## src/rtl/core/assert_macros.svh

```systemverilog
// Assertion macros for the RTL of the encoder core.
`ifndef ASSERT_MACROS_SVH
`define ASSERT_MACROS_SVH

// Check a property on every clock edge outside reset.
`define ASSERT_CLK(lbl, prop, msg) \
    lbl: assert property (@(posedge i_clk) disable iff (!i_rst_n) (prop)) else $error(msg);

// Check that a trigger implies a consequence in the next cycle, outside reset.
`define ASSERT_NEXT(lbl, trig, cons, msg) \
    lbl: assert property (@(posedge i_clk) disable iff (!i_rst_n) (trig) |=> (cons)) else $error(msg);

`endif

```

## src/rtl/core/b64enc_pkg.sv

```systemverilog
// Types, character codes and the alphabet lookup for the Base64 encoder core.
`timescale 1ns / 1ps

package b64enc_pkg;

    typedef logic [6:0] t_char;
    typedef logic [5:0] t_code;

    localparam int unsigned MAX_CHARS = 5;
    localparam int unsigned CNT_W     = $clog2(MAX_CHARS + 1);
    localparam int unsigned IDX_W     = $clog2(MAX_CHARS);

    localparam logic [6:0] LINE_CHARS = 7'd72;
    localparam t_char      CHAR_PAD   = 7'h3D;
    localparam t_char      CHAR_NL    = 7'h0A;

    localparam logic KIND_DATA = 1'b0;
    localparam logic KIND_END  = 1'b1;

    localparam logic REG_PAD_AND_WRAP = 1'b0;
    localparam logic REG_URL_ALPHABET = 1'b1;

    // Map a 6-bit code to its ASCII character.
    function automatic t_char code_char(input t_code code, input logic url);
        t_char ch;
        begin
            if (code < 6'd26) begin
                ch = 7'h41 + {1'b0, code};
            end else if (code < 6'd52) begin
                ch = 7'h61 + {1'b0, code - 6'd26};
            end else if (code < 6'd62) begin
                ch = 7'h30 + {1'b0, code - 6'd52};
            end else if (code == 6'd62) begin
                ch = url ? 7'h2D : 7'h2B;
            end else begin
                ch = url ? 7'h5F : 7'h2F;
            end
            return ch;
        end
    endfunction

endpackage

```

## src/rtl/core/base64_stream_encoder_core.sv

```systemverilog
// Streaming Base64 encoder: one input word per byte or end mark, one output word per character.
// Each accepted input word is encoded in the cycle it is taken and its characters (zero to
// five) go into a five-entry character register that drains one character per cycle while
// m_axis_tready is high. A byte that is only held gives no character; a byte that completes a
// group gives four characters, or five with a line feed, and the next input word is taken in
// the cycle the last of them leaves. tuser = 1 marks end of message: the partial group is
// flushed, with '=' padding and a final line feed for a non-empty line when padding is on.
// tlast flags the last character caused by one input word.
`timescale 1ns / 1ps

`include "assert_macros.svh"

module base64_stream_encoder_core
    import b64enc_pkg::*;
(
    input  logic       i_clk,
    input  logic       i_rst_n,
    input  logic       i_cfg_we,
    input  logic       i_cfg_addr,
    input  logic       i_cfg_wdata,
    input  logic       s_axis_tvalid,
    output logic       s_axis_tready,
    input  logic [7:0] s_axis_tdata,   // [7:0] data_byte
    input  logic       s_axis_tuser,   // [0] kind
    output logic       m_axis_tvalid,
    input  logic       m_axis_tready,
    output logic [7:0] m_axis_tdata,   // [6:0] out_char, [7] zero
    output logic       m_axis_tlast    // last_of_run
);

    logic             r_pad;
    logic             r_url;
    logic [7:0]       r_held0;
    logic [7:0]       r_held1;
    logic [1:0]       r_fill;
    logic [6:0]       r_line;
    t_char            r_buf [MAX_CHARS];
    logic [CNT_W-1:0] r_cnt;

    logic [7:0]       n_held0;
    logic [7:0]       n_held1;
    logic [1:0]       n_fill;
    logic [6:0]       n_line;
    t_char            n_load [MAX_CHARS];
    logic [CNT_W-1:0] n_num;

    logic       w_in_acc;
    logic       w_out_acc;
    logic [7:0] w_b;
    logic [7:0] w_c;
    t_code      w_s0, w_s1, w_s2, w_s3;
    logic [6:0] w_line4;

    assign w_in_acc  = s_axis_tvalid && s_axis_tready;
    assign w_out_acc = m_axis_tvalid && m_axis_tready;

    // Take a new word when the character register is empty or loses its last entry now.
    assign s_axis_tready = (r_cnt == '0) ||
                           (r_cnt == CNT_W'(1) && m_axis_tready);
    assign m_axis_tvalid = (r_cnt != '0);
    assign m_axis_tdata  = {1'b0, r_buf[0]};
    assign m_axis_tlast  = (r_cnt == CNT_W'(1));

    // Sextets of the group; a flush fills the missing bytes with zeros.
    assign w_b = (s_axis_tuser == KIND_END && r_fill == 2'd1) ? 8'h00 : r_held1;
    assign w_c = (s_axis_tuser == KIND_END) ? 8'h00 : s_axis_tdata;
    assign w_s0 = r_held0[7:2];
    assign w_s1 = {r_held0[1:0], w_b[7:4]};
    assign w_s2 = {w_b[3:0], w_c[7:6]};
    assign w_s3 = w_c[5:0];
    assign w_line4 = r_line + 7'd4;

    always_comb begin
        logic [IDX_W-1:0] v_n;
        v_n     = '0;
        n_held0 = r_held0;
        n_held1 = r_held1;
        n_fill  = r_fill;
        n_line  = r_line;
        n_num   = '0;
        for (int i = 0; i < MAX_CHARS; i++) begin
            n_load[i] = CHAR_NL;
        end
        if (s_axis_tuser == KIND_DATA) begin
            if (r_fill < 2'd2) begin
                if (r_fill[0] == 1'b0) begin
                    n_held0 = s_axis_tdata;
                end else begin
                    n_held1 = s_axis_tdata;
                end
                n_fill = r_fill + 2'd1;
            end else begin
                n_load[0] = code_char(w_s0, r_url);
                n_load[1] = code_char(w_s1, r_url);
                n_load[2] = code_char(w_s2, r_url);
                n_load[3] = code_char(w_s3, r_url);
                n_num     = CNT_W'(4);
                n_fill    = 2'd0;
                if (w_line4 >= LINE_CHARS) begin
                    n_line = 7'd0;
                    if (r_pad) begin
                        n_load[4] = CHAR_NL;
                        n_num     = CNT_W'(5);
                    end
                end else begin
                    n_line = w_line4;
                end
            end
        end else begin
            if (r_fill != 2'd0) begin
                n_load[v_n] = code_char(w_s0, r_url);
                v_n = v_n + 1'b1;
                n_load[v_n] = code_char(w_s1, r_url);
                v_n = v_n + 1'b1;
                if (r_fill == 2'd1) begin
                    if (r_pad) begin
                        n_load[v_n] = CHAR_PAD;
                        v_n = v_n + 1'b1;
                    end
                end else begin
                    n_load[v_n] = code_char(w_s2, r_url);
                    v_n = v_n + 1'b1;
                end
                if (r_pad) begin
                    n_load[v_n] = CHAR_PAD;
                    v_n = v_n + 1'b1;
                end
            end
            n_num = CNT_W'(v_n);
            // Close a non-empty line.
            if (r_pad && (r_fill != 2'd0 || r_line != 7'd0)) begin
                n_load[v_n] = CHAR_NL;
                n_num = CNT_W'(v_n) + CNT_W'(1);
            end
            n_fill = 2'd0;
            n_line = 7'd0;
        end
    end

    always_ff @(posedge i_clk) begin
        if (!i_rst_n) begin
            r_pad   <= 1'b1;
            r_url   <= 1'b0;
            r_held0 <= 8'h00;
            r_held1 <= 8'h00;
            r_fill  <= 2'd0;
            r_line  <= 7'd0;
            r_cnt   <= '0;
        end else begin
            if (i_cfg_we) begin
                case (i_cfg_addr)
                    REG_PAD_AND_WRAP: r_pad <= i_cfg_wdata;
                    REG_URL_ALPHABET: r_url <= i_cfg_wdata;
                    default:          r_pad <= r_pad;
                endcase
            end
            if (w_in_acc) begin
                r_held0 <= n_held0;
                r_held1 <= n_held1;
                r_fill  <= n_fill;
                r_line  <= n_line;
                r_cnt   <= n_num;
            end else if (w_out_acc) begin
                r_cnt <= r_cnt - CNT_W'(1);
            end
        end
    end

    // Load new characters on accept, else advance the queue as words leave.
    always_ff @(posedge i_clk) begin
        if (w_in_acc) begin
            for (int i = 0; i < MAX_CHARS; i++) begin
                r_buf[i] <= n_load[i];
            end
        end else if (w_out_acc) begin
            for (int i = 0; i < MAX_CHARS - 1; i++) begin
                r_buf[i] <= r_buf[i + 1];
            end
        end
    end

    `ASSERT_CLK(a_cnt_range, r_cnt <= CNT_W'(MAX_CHARS), "character count out of range")
    `ASSERT_CLK(a_fill_range, r_fill != 2'd3, "group fill reached three")
    `ASSERT_CLK(a_line_step, r_line[1:0] == 2'b00 && r_line < LINE_CHARS, "line count off step")
    `ASSERT_NEXT(a_group_emit, w_in_acc && s_axis_tuser == KIND_DATA && r_fill == 2'd2, r_cnt == CNT_W'(4) || r_cnt == CNT_W'(5), "full group did not queue four characters")
    `ASSERT_NEXT(a_end_clear, w_in_acc && s_axis_tuser == KIND_END, r_fill == 2'd0 && r_line == 7'd0, "end of message left state behind")

endmodule
```

## config.mk

```make
export PLATFORM = sky130hd
export DESIGN_NAME = base64_stream_encoder_core
export DESIGN_NICKNAME = d
export VERILOG_FILES = /design/src/rtl/core/b64enc_pkg.sv /design/src/rtl/core/base64_stream_encoder_core.sv
export VERILOG_INCLUDE_DIRS = /design/src /design/src/rtl/core
export SDC_FILE = /design/constraint.sdc
export NUM_CORES = 1
export LEC_CHECK = 0
export BUFFER_PORTS_ARGS = -buffer_cell sky130_fd_sc_hd__buf_4
export CAP_MARGIN = 20
export CORE_ASPECT_RATIO = 1.4
export CORE_MARGIN = 8
export CORE_UTILIZATION = 39
export CTS_BUF_LIST = sky130_fd_sc_hd__clkbuf_16
export CTS_CLUSTER_DIAMETER = 120
export DETAILED_ROUTE_END_ITERATION = 7
export PLACE_DENSITY = 0.55
export SLEW_MARGIN = 15
export SYNTH_ARGS = -nofsm -noshare
export SYNTH_HDL_FRONTEND = slang
export SYNTH_SLANG_ARGS = --single-unit
```

## constraint.sdc

```tcl
create_clock -name i_clk -period 2.75 [get_ports i_clk]
set_input_delay 0.4125 -clock i_clk [delete_from_list [all_inputs] [get_ports i_clk]]
set_output_delay 0.4125 -clock i_clk [all_outputs]
set_load 0.01 [all_outputs]
```

Yosys cells after proc, flatten, opt, wreduce, memory -nomap -nowiden --
Memories as Yosys holds them, arrays and structs flattened. Cells that the tools add are included.
Word-level totals: RAM bits 35, word-level logic and storage cells 158, memories kept 1, input bits 16, flip-flop bits (word level) 30, output and inout bits 11, ROM bits 0, latch bits 0
Cells by class: equal/unequal tests 7, shift-type cells 0, magnitude comparators 18, multipliers 0, $add $sub $neg 25, multiplexer cells 66, bitwise operators 15, reductions and logical operators 19, div/mod/pow operators 0
Memory list:
- r_buf | words 5, width 7, read ports 5, clocked after Yosys merged registers in 0, write ports 5, RTL line base64_stream_encoder_core.sv:37 | t_char r_buf [MAX_CHARS];
Operators by type and width (count):
- two-way mux 7 bit | 33
- two-way mux 35 bit | 6
- adder 7 x 6 -> 7 bit (first input constant) | 8
- < comparator 6 bit (second input constant) | 8
- demux 7 bit (select 3 bit) | 2
- two-way mux 3 bit | 12
- adder 6 x 6 -> 7 bit (first input constant) | 4
- AND 25 bit | 1
- NOT 25 bit | 1
- OR 25 bit | 1
- == test 6 bit (second input constant) | 4
- < comparator 6 x 5 -> 1 bit (second input constant) | 4
- subtractor 6 x 5 -> 6 bit (second input constant) | 4
- subtractor 6 bit (second input constant) | 4
- two-way mux 8 bit | 2
- AND 10 bit | 1
- NOT 10 bit | 1
- OR 10 bit | 1
- >= comparator 4 bit (second input constant) | 2
- < comparator 4 x 1 -> 1 bit (second input constant) | 2
- two-way mux 1 bit | 8
- NOT 3 -> 4 bit | 2
- AND reduction 4 bit | 2
- adder 7 x 3 -> 7 bit (second input constant) | 1
- 19 further kinds | 36

Depth between registers and ports, before layout --
Gate-level depths: netlist of the first run.
depth after elaboration 19, depth in mapped cells 12, gate-level depth less buffers 10

Worst setup path after synthesis of the first run --
OpenSTA, ideal clock, no wires.
path kind input to register, start point input s_axis_tuser, end point memory r_buf[0][26] (netlist name), data pin, library setup time 0.257 ns, arrival 2.476 ns, stages on the path 11, path slack 0.017 ns, path buffers 2, data required time 2.493 ns, path through buf_2 clkbuf_1 nand2b_1 inv_1 ha_1 a21o_1 a221oi_1 nand4_1 xor2_1 a21oi_1 a32o_1
RTL lines:
- start, declared | RTL line base64_stream_encoder_core.sv:24 | input logic s_axis_tuser,
- end, declared | RTL line base64_stream_encoder_core.sv:37

==> out/summary.txt, run 1 <==
Async SR Flop Fraction - 0%
layout cells sized above 1 - 12.0%
Yosys reg bits - 56
Synth Warn # - 0
hold slack - 0.283 ns
fmax - 414 MHz
Post-synth EDFFs - 28
Yosys cell types - 68
drt initial violations - 291
remaining antenna violation count - 0
number of detailed-route iterations in the first pass - 5
CTS tree - done
Nets - 640
via count - 4175
Final Cell Area - 0.00523 sq mm
Inserted Clock Buffers - 5
DIE AREA - 0.0160 sq mm
I/O Buffers - 25
Reg-to-Reg End - r_buf[0][19]
GRT Total Usage - 16.6%
synth top area cells - edfxtp_1 (18%), dfxtp_1 (12%), ha_1 (12%)
maxcap violations - 0
Worst setup SP type - flip-flop
initial antenna violation count - 0
Worst Tran Pin Value - 0.568 ns
wire per inst - 18.2 microns
clk buf depth - 2
vias in the first global route - 4216
relative slew slack - 61.7%
run status - completed
Final setup viols - 0
Syn Area/Cell - 8.40 sq um
Final Critical Period - 2.42 ns
Synth area leader - edfxtp_1
commonest non-fill, non-tap cells in the layout - nand2_1 (53), nor2_1 (51), buf_4 (46)
clk root buf - clkbuf_16
Worst R2R Setup Slack - 0.33 ns
die width - 109 microns
CP endpoint kind - flip-flop
Leak Pwr - 2.15 nW
Final Skew - 0.00702 ns
H-tree depth - 2
fin crit share - 87.8%
Routed WL - 13200 microns
P&R area growth vs syn - 10.0%
mapped cell area - 0.00475 sq mm
setup repair bufs after CTS - 0
Req. time, crit path - 2.85 ns
number of diodes - 0
RSZ-0062 raised after global routing - no
PD cells - 623 mW/mm^2
min-delay src - i_rst_n
leading cell type in the layout, fill and taps excluded - nand2_1
Overflow after GRT - 0
r2r startpoint - r_fill[1]
register area share after synthesis - 29.5%
Post-DP Area - 0.00508 sq mm
Reg clk slew, reported paths - 0.07 ns
clk_lat worst skew - 0.30 ns
hold path endpoint - r_pad
Final HPWL DP - 10200 microns
Clock Sinks - 56
TNS Setup - 0 ns
Slew Limit Fails - 0
Hold Fails Final Rpt - 0
top-area cell type share of the netlist area - 17.7%
cell depth of the worst min-delay path - 2
gpl congestion - 0.910
core area - 0.0119 sq mm
chip height - 147 microns
# DRC - 0
largest fanout on the critical path - 7
worst setup path class - flip-flop to flip-flop
peak supply drop - 0.687 mV
first-pass GRT wire length - 21100 microns
ys flop type - edfxtp_1
Post-CTS Resized - 0
Initial Util - 40.0%
num ports - 27
Mapped Cells - 566
Post-Synthesis Net Count - 626
Worst Path Arrival - 2.51 ns
R2R depth - 10
largest net degree at the start of global routing - 34
Critical Path Start - r_fill[1]
CTS hold repair buffers - 0
num rows - 47
drt via density - 5.73
worst hold-check path type - primary input to flip-flop
==> power by group <==
part	internal [mW]	switching, mW
clock	0.342	0.324
sequential	1.17	0.121
combinational	0.533	0.768
==> final cells by class <==
| class | count | area, sq um |
|---|---|---|
| sequential | 56 | 1400 |
| tap | 147 | 184 |
| clock inverter | 3 | 22.5 |
| timing repair buffer | 46 | 345 |
| fill | 1210 | 6650 |
| multi-input combinational | 446 | 3060 |
| inverter | 25 | 93.8 |
| clock buffer | 5 | 125 |
==> how the worst max path moves through the flow <==
| stage | to | cells after the start |
|---|---|---|
| 2_1_floorplan | r_buf[0][26] | 11 |
| 3_3_place_gp | r_buf[0][26] | 10 |
| 3_5_place_dp | r_buf[0][26] | 10 |
| 4_1_cts | r_buf[0][19] | 10 |
| 5_1_grt | r_buf[0][19] | 10 |
| 6_report | r_buf[0][19] | 10 |
==> state kept, by name, indices dropped and copies added, names as in the netlist <==
| name | cells |
|---|---|
| r_buf | 28 |
| r_held0 | 8 |
| r_held1 | 8 |
| r_line | 5 |
| r_cnt | 3 |
| r_fill | 2 |
| r_pad | 1 |
| r_url | 1 |
==> stage by stage <==
| stage | instances | worst slack, ns | power (mW) | utilization, % |
|---|---|---|---|---|
| 6_report | 728 | 0.334 | 3.26 | 44.0 |
| 5_1_grt | 728 | 0.128 | 3.48 | 44.0 |
| 4_1_cts | 728 | 0.319 | 3.29 | 44.0 |
| 3_5_place_dp | 720 | 0.0919 | 2.62 | 42.8 |
| 3_3_place_gp | 720 | 0.0749 | 2.61 | 42.8 |
| 2_1_floorplan | 566 | 0.0174 | 2.23 | - |
==> Yosys cell counts (5+ instances only) <==
| cell type | number |
|---|---|
| a211oi_1 | 5 |
| xnor2_1 | 14 |
| a21oi_1 | 38 |
| or2_2 | 7 |
| ha_1 | 44 |
| a32o_1 | 5 |
| a221oi_1 | 5 |
| nand4_1 | 6 |
| dfxtp_1 | 28 |
| a31oi_1 | 8 |
| clkbuf_1 | 16 |
| nor2b_1 | 8 |
| edfxtp_1 | 28 |
| buf_2 | 13 |
| mux2i_1 | 22 |
| o21ai_0 | 36 |
| nand3_1 | 21 |
| nand2_1 | 53 |
| nand2b_1 | 9 |
| a21o_1 | 6 |
| nor2_1 | 51 |
| xor2_1 | 25 |
| inv_1 | 24 |
| o211ai_1 | 8 |
| or3_1 | 6 |
| buf_4 | 8 |
==> logic make-up (layout without fill, tap and decap cells) <==
logic type,after synthesis,count (layout),synth area share (%)
other cells,1,1,0.0789
fa+ha+maj,44,44,11.6
compound gates,146,146,20.3
flops,56,56,29.5
simple gates,192,192,20.0
mux,24,24,5.19
buf+inv,64,79,6.19
xor+xnor,39,39,7.19
==> critical path: stages (launching register included) <==
cell	delay, ns
dfxtp_1	0.31
nand3b_1	0.21
buf_4	0.20
and2_1	0.17
inv_1	0.06
ha_1	0.25
xnor2_1	0.16
ha_1	0.26
mux2i_1	0.15
a21oi_1	0.09
a221oi_1	0.35
==> metal layers <==
layer	up-vias	GRT usage, %	routed length [microns]
met5	-	0	0
met4	0	6.78	486
met3	33	2.20	513
met2	103	31.1	7120
met1	1989	17.6	5100
li1	2050	-	-
(Power assumes the default switching activity.)
==> run 2: changes to the inputs <==
--- a/config.mk
+++ b/config.mk
@@ -6,7 +6,6 @@
 export SDC_FILE = /design/constraint.sdc
 export NUM_CORES = 1
 export LEC_CHECK = 0
-export BUFFER_PORTS_ARGS = -buffer_cell sky130_fd_sc_hd__buf_4
 export CAP_MARGIN = 20
 export CORE_ASPECT_RATIO = 1.4
 export CORE_MARGIN = 8
@@ -14,7 +13,8 @@
 export CTS_BUF_LIST = sky130_fd_sc_hd__clkbuf_16
 export CTS_CLUSTER_DIAMETER = 120
 export DETAILED_ROUTE_END_ITERATION = 7
-export PLACE_DENSITY = 0.55
+export DONT_BUFFER_PORTS = 1
+export PLACE_DENSITY = 0.53
 export SLEW_MARGIN = 15
 export SYNTH_ARGS = -nofsm -noshare
 export SYNTH_HDL_FRONTEND = slang
==> run 2 against run 1 <==
Sequential share of layout area up 0.98 points. Die area unchanged. Register-to-register slack better by 0.04 ns. Via count down 3.8%. Power down 1.4%. Worst hold slack worse by 0.11 ns.
==> out/summary.txt, run 2 (synthesized netlist as in run 1, its figures left out) <==
Initial Util - 40.0%
gpl congestion - 0.885
layout cells sized above 1 - 7.41%
final setup margin - 0.373 ns
number of diodes - 0
clk_lat worst skew - 0.30 ns
Final Cell Area - 0.00504 sq mm
DIE AREA - 0.0160 sq mm
commonest non-fill, non-tap cells in the layout - nand2_1 (53), nor2_1 (51), ha_1 (44)
Req. time, crit path - 2.79 ns
Nets - 612
GRT Total Usage - 16.3%
Filler Cell Count - 1214
clk buf depth - 2
fmax - 421 MHz
relative slew slack - 57.9%
Power Total - 3.22 mW
number of detailed-route iterations in the first pass - 4
Reg clk slew, reported paths - 0.08 ns
chip height - 147 microns
Clock Sinks - 56
leading cell type in the layout, fill and taps excluded - nand2_1
FF+latch area - 0.00140 sq mm
Worst setup SP type - flip-flop
Worst Path Arrival - 2.42 ns
vias in the first global route - 4043
maxcap violations - 0
peak supply drop - 0.594 mV
worst hold-check path type - primary input to flip-flop
Final HPWL DP - 9840 microns
Final Skew - 0.00683 ns
via count - 4015
RSZ-0062 raised after global routing - no
I/O Buffers - 0
PD cells - 637 mW/mm^2
Hold Fails Final Rpt - 0
CTS tree - done
TNS Setup - 0 ns
drt initial violations - 220
num ports - 27
H-tree depth - 2
Worst Tran Pin Value - 0.625 ns
Overflow after GRT - 0
num rows - 47
largest registers - r_buf x28, r_held0 x8, r_held1 x8
remaining antenna violation count - 0
largest net degree at the start of global routing - 34
drt via density - 5.74
Reg with most FFs - r_buf
core area - 0.0119 sq mm
clk root buf - clkbuf_16
Slew Limit Fails - 0
Place WS - 0.108 ns
die width - 109 microns
fin crit share - 86.4%
largest fanout on the critical path - 13
wire per inst - 18.4 microns
Routed WL - 12900 microns
Final setup viols - 0
Placed Cells - 691
CTS hold repair buffers - 0
Post-DP Area - 0.00486 sq mm
worst setup path class - flip-flop to flip-flop
initial antenna violation count - 0
hold slack - 0.169 ns
Non-Filler Instances - 700
Final Critical Period - 2.38 ns
first-pass GRT wire length - 20600 microns
area of the multi-input gates - 0.00306 sq mm
max FFs per register - 28
# DRC - 0
fin util - 42.5%
Inserted Clock Buffers - 5
Leak Pwr - 2.03 nW
P&R area growth vs syn - 6.16%
run status - completed
CP endpoint kind - flip-flop
## run 2: cell count changes in the layout (fill, tap and decap cells not counted), sizes merged
cell | previous run | this run
bufinv | 0 | 1
buf | 46 | 18
inv | 25 | 26
clkinv | 3 | 1
## run 2: layout make-up
type,instances,share of cell area [%]
inverters,25,1.86
clock buffers,5,2.48
repair buffers,18,2.68
clock inverters,3,0.843
well taps,147,3.65
multi-input cells,446,60.7
flip-flops and latches,56,27.8
## run 2: final timing paths
check | startpoint | endpoint | slack [ns] | cells past startpoint
max | r_fill[1] | r_buf[0][13] | 0.37 | 11
min | i_rst_n | r_pad | 0.17 | 1
max reg2reg | r_fill[1] | r_buf[0][13] | 0.37 | 11
min reg2reg | r_cnt[1] | r_cnt[1] | 0.50 | 2
## run 2: what timing repair did
action | in CTS | in global routing
gates resized for setup | 0 | 1
setup endpoints to repair | 0 | 3
buffers inserted | 0 | 1
## run 2: layer usage
layer / up-vias / track usage [%] / share of wire (%)
met3: 17 / 2.07 / 2.2
li1: 1995 / - / -
met5: - / 0 / 0
met1: 1928 / 17.2 / 39
met4: 0 / 6.71 / 3.3
met2: 75 / 31.0 / 55
## run 2: critical path: stages, from the launching register on
cell,delay (ns)
dfxtp_1,0.33
nand3b_1,0.11
buf_4,0.16
buf_4,0.20
nand2_1,0.09
inv_1,0.15
ha_1,0.21
nor2b_1,0.15
o21ai_0,0.13
or2_2,0.29
a22oi_1,0.19
o21ai_0,0.11
## run 2: where the power goes
part | switching, mW | total [mW] | leakage (nW) | internal [mW]
clock network | 0.314 | 0.745 | 0.0856 | 0.431
registers | 0.143 | 1.32 | 0.493 | 1.17
logic | 0.707 | 1.15 | 1.45 | 0.445
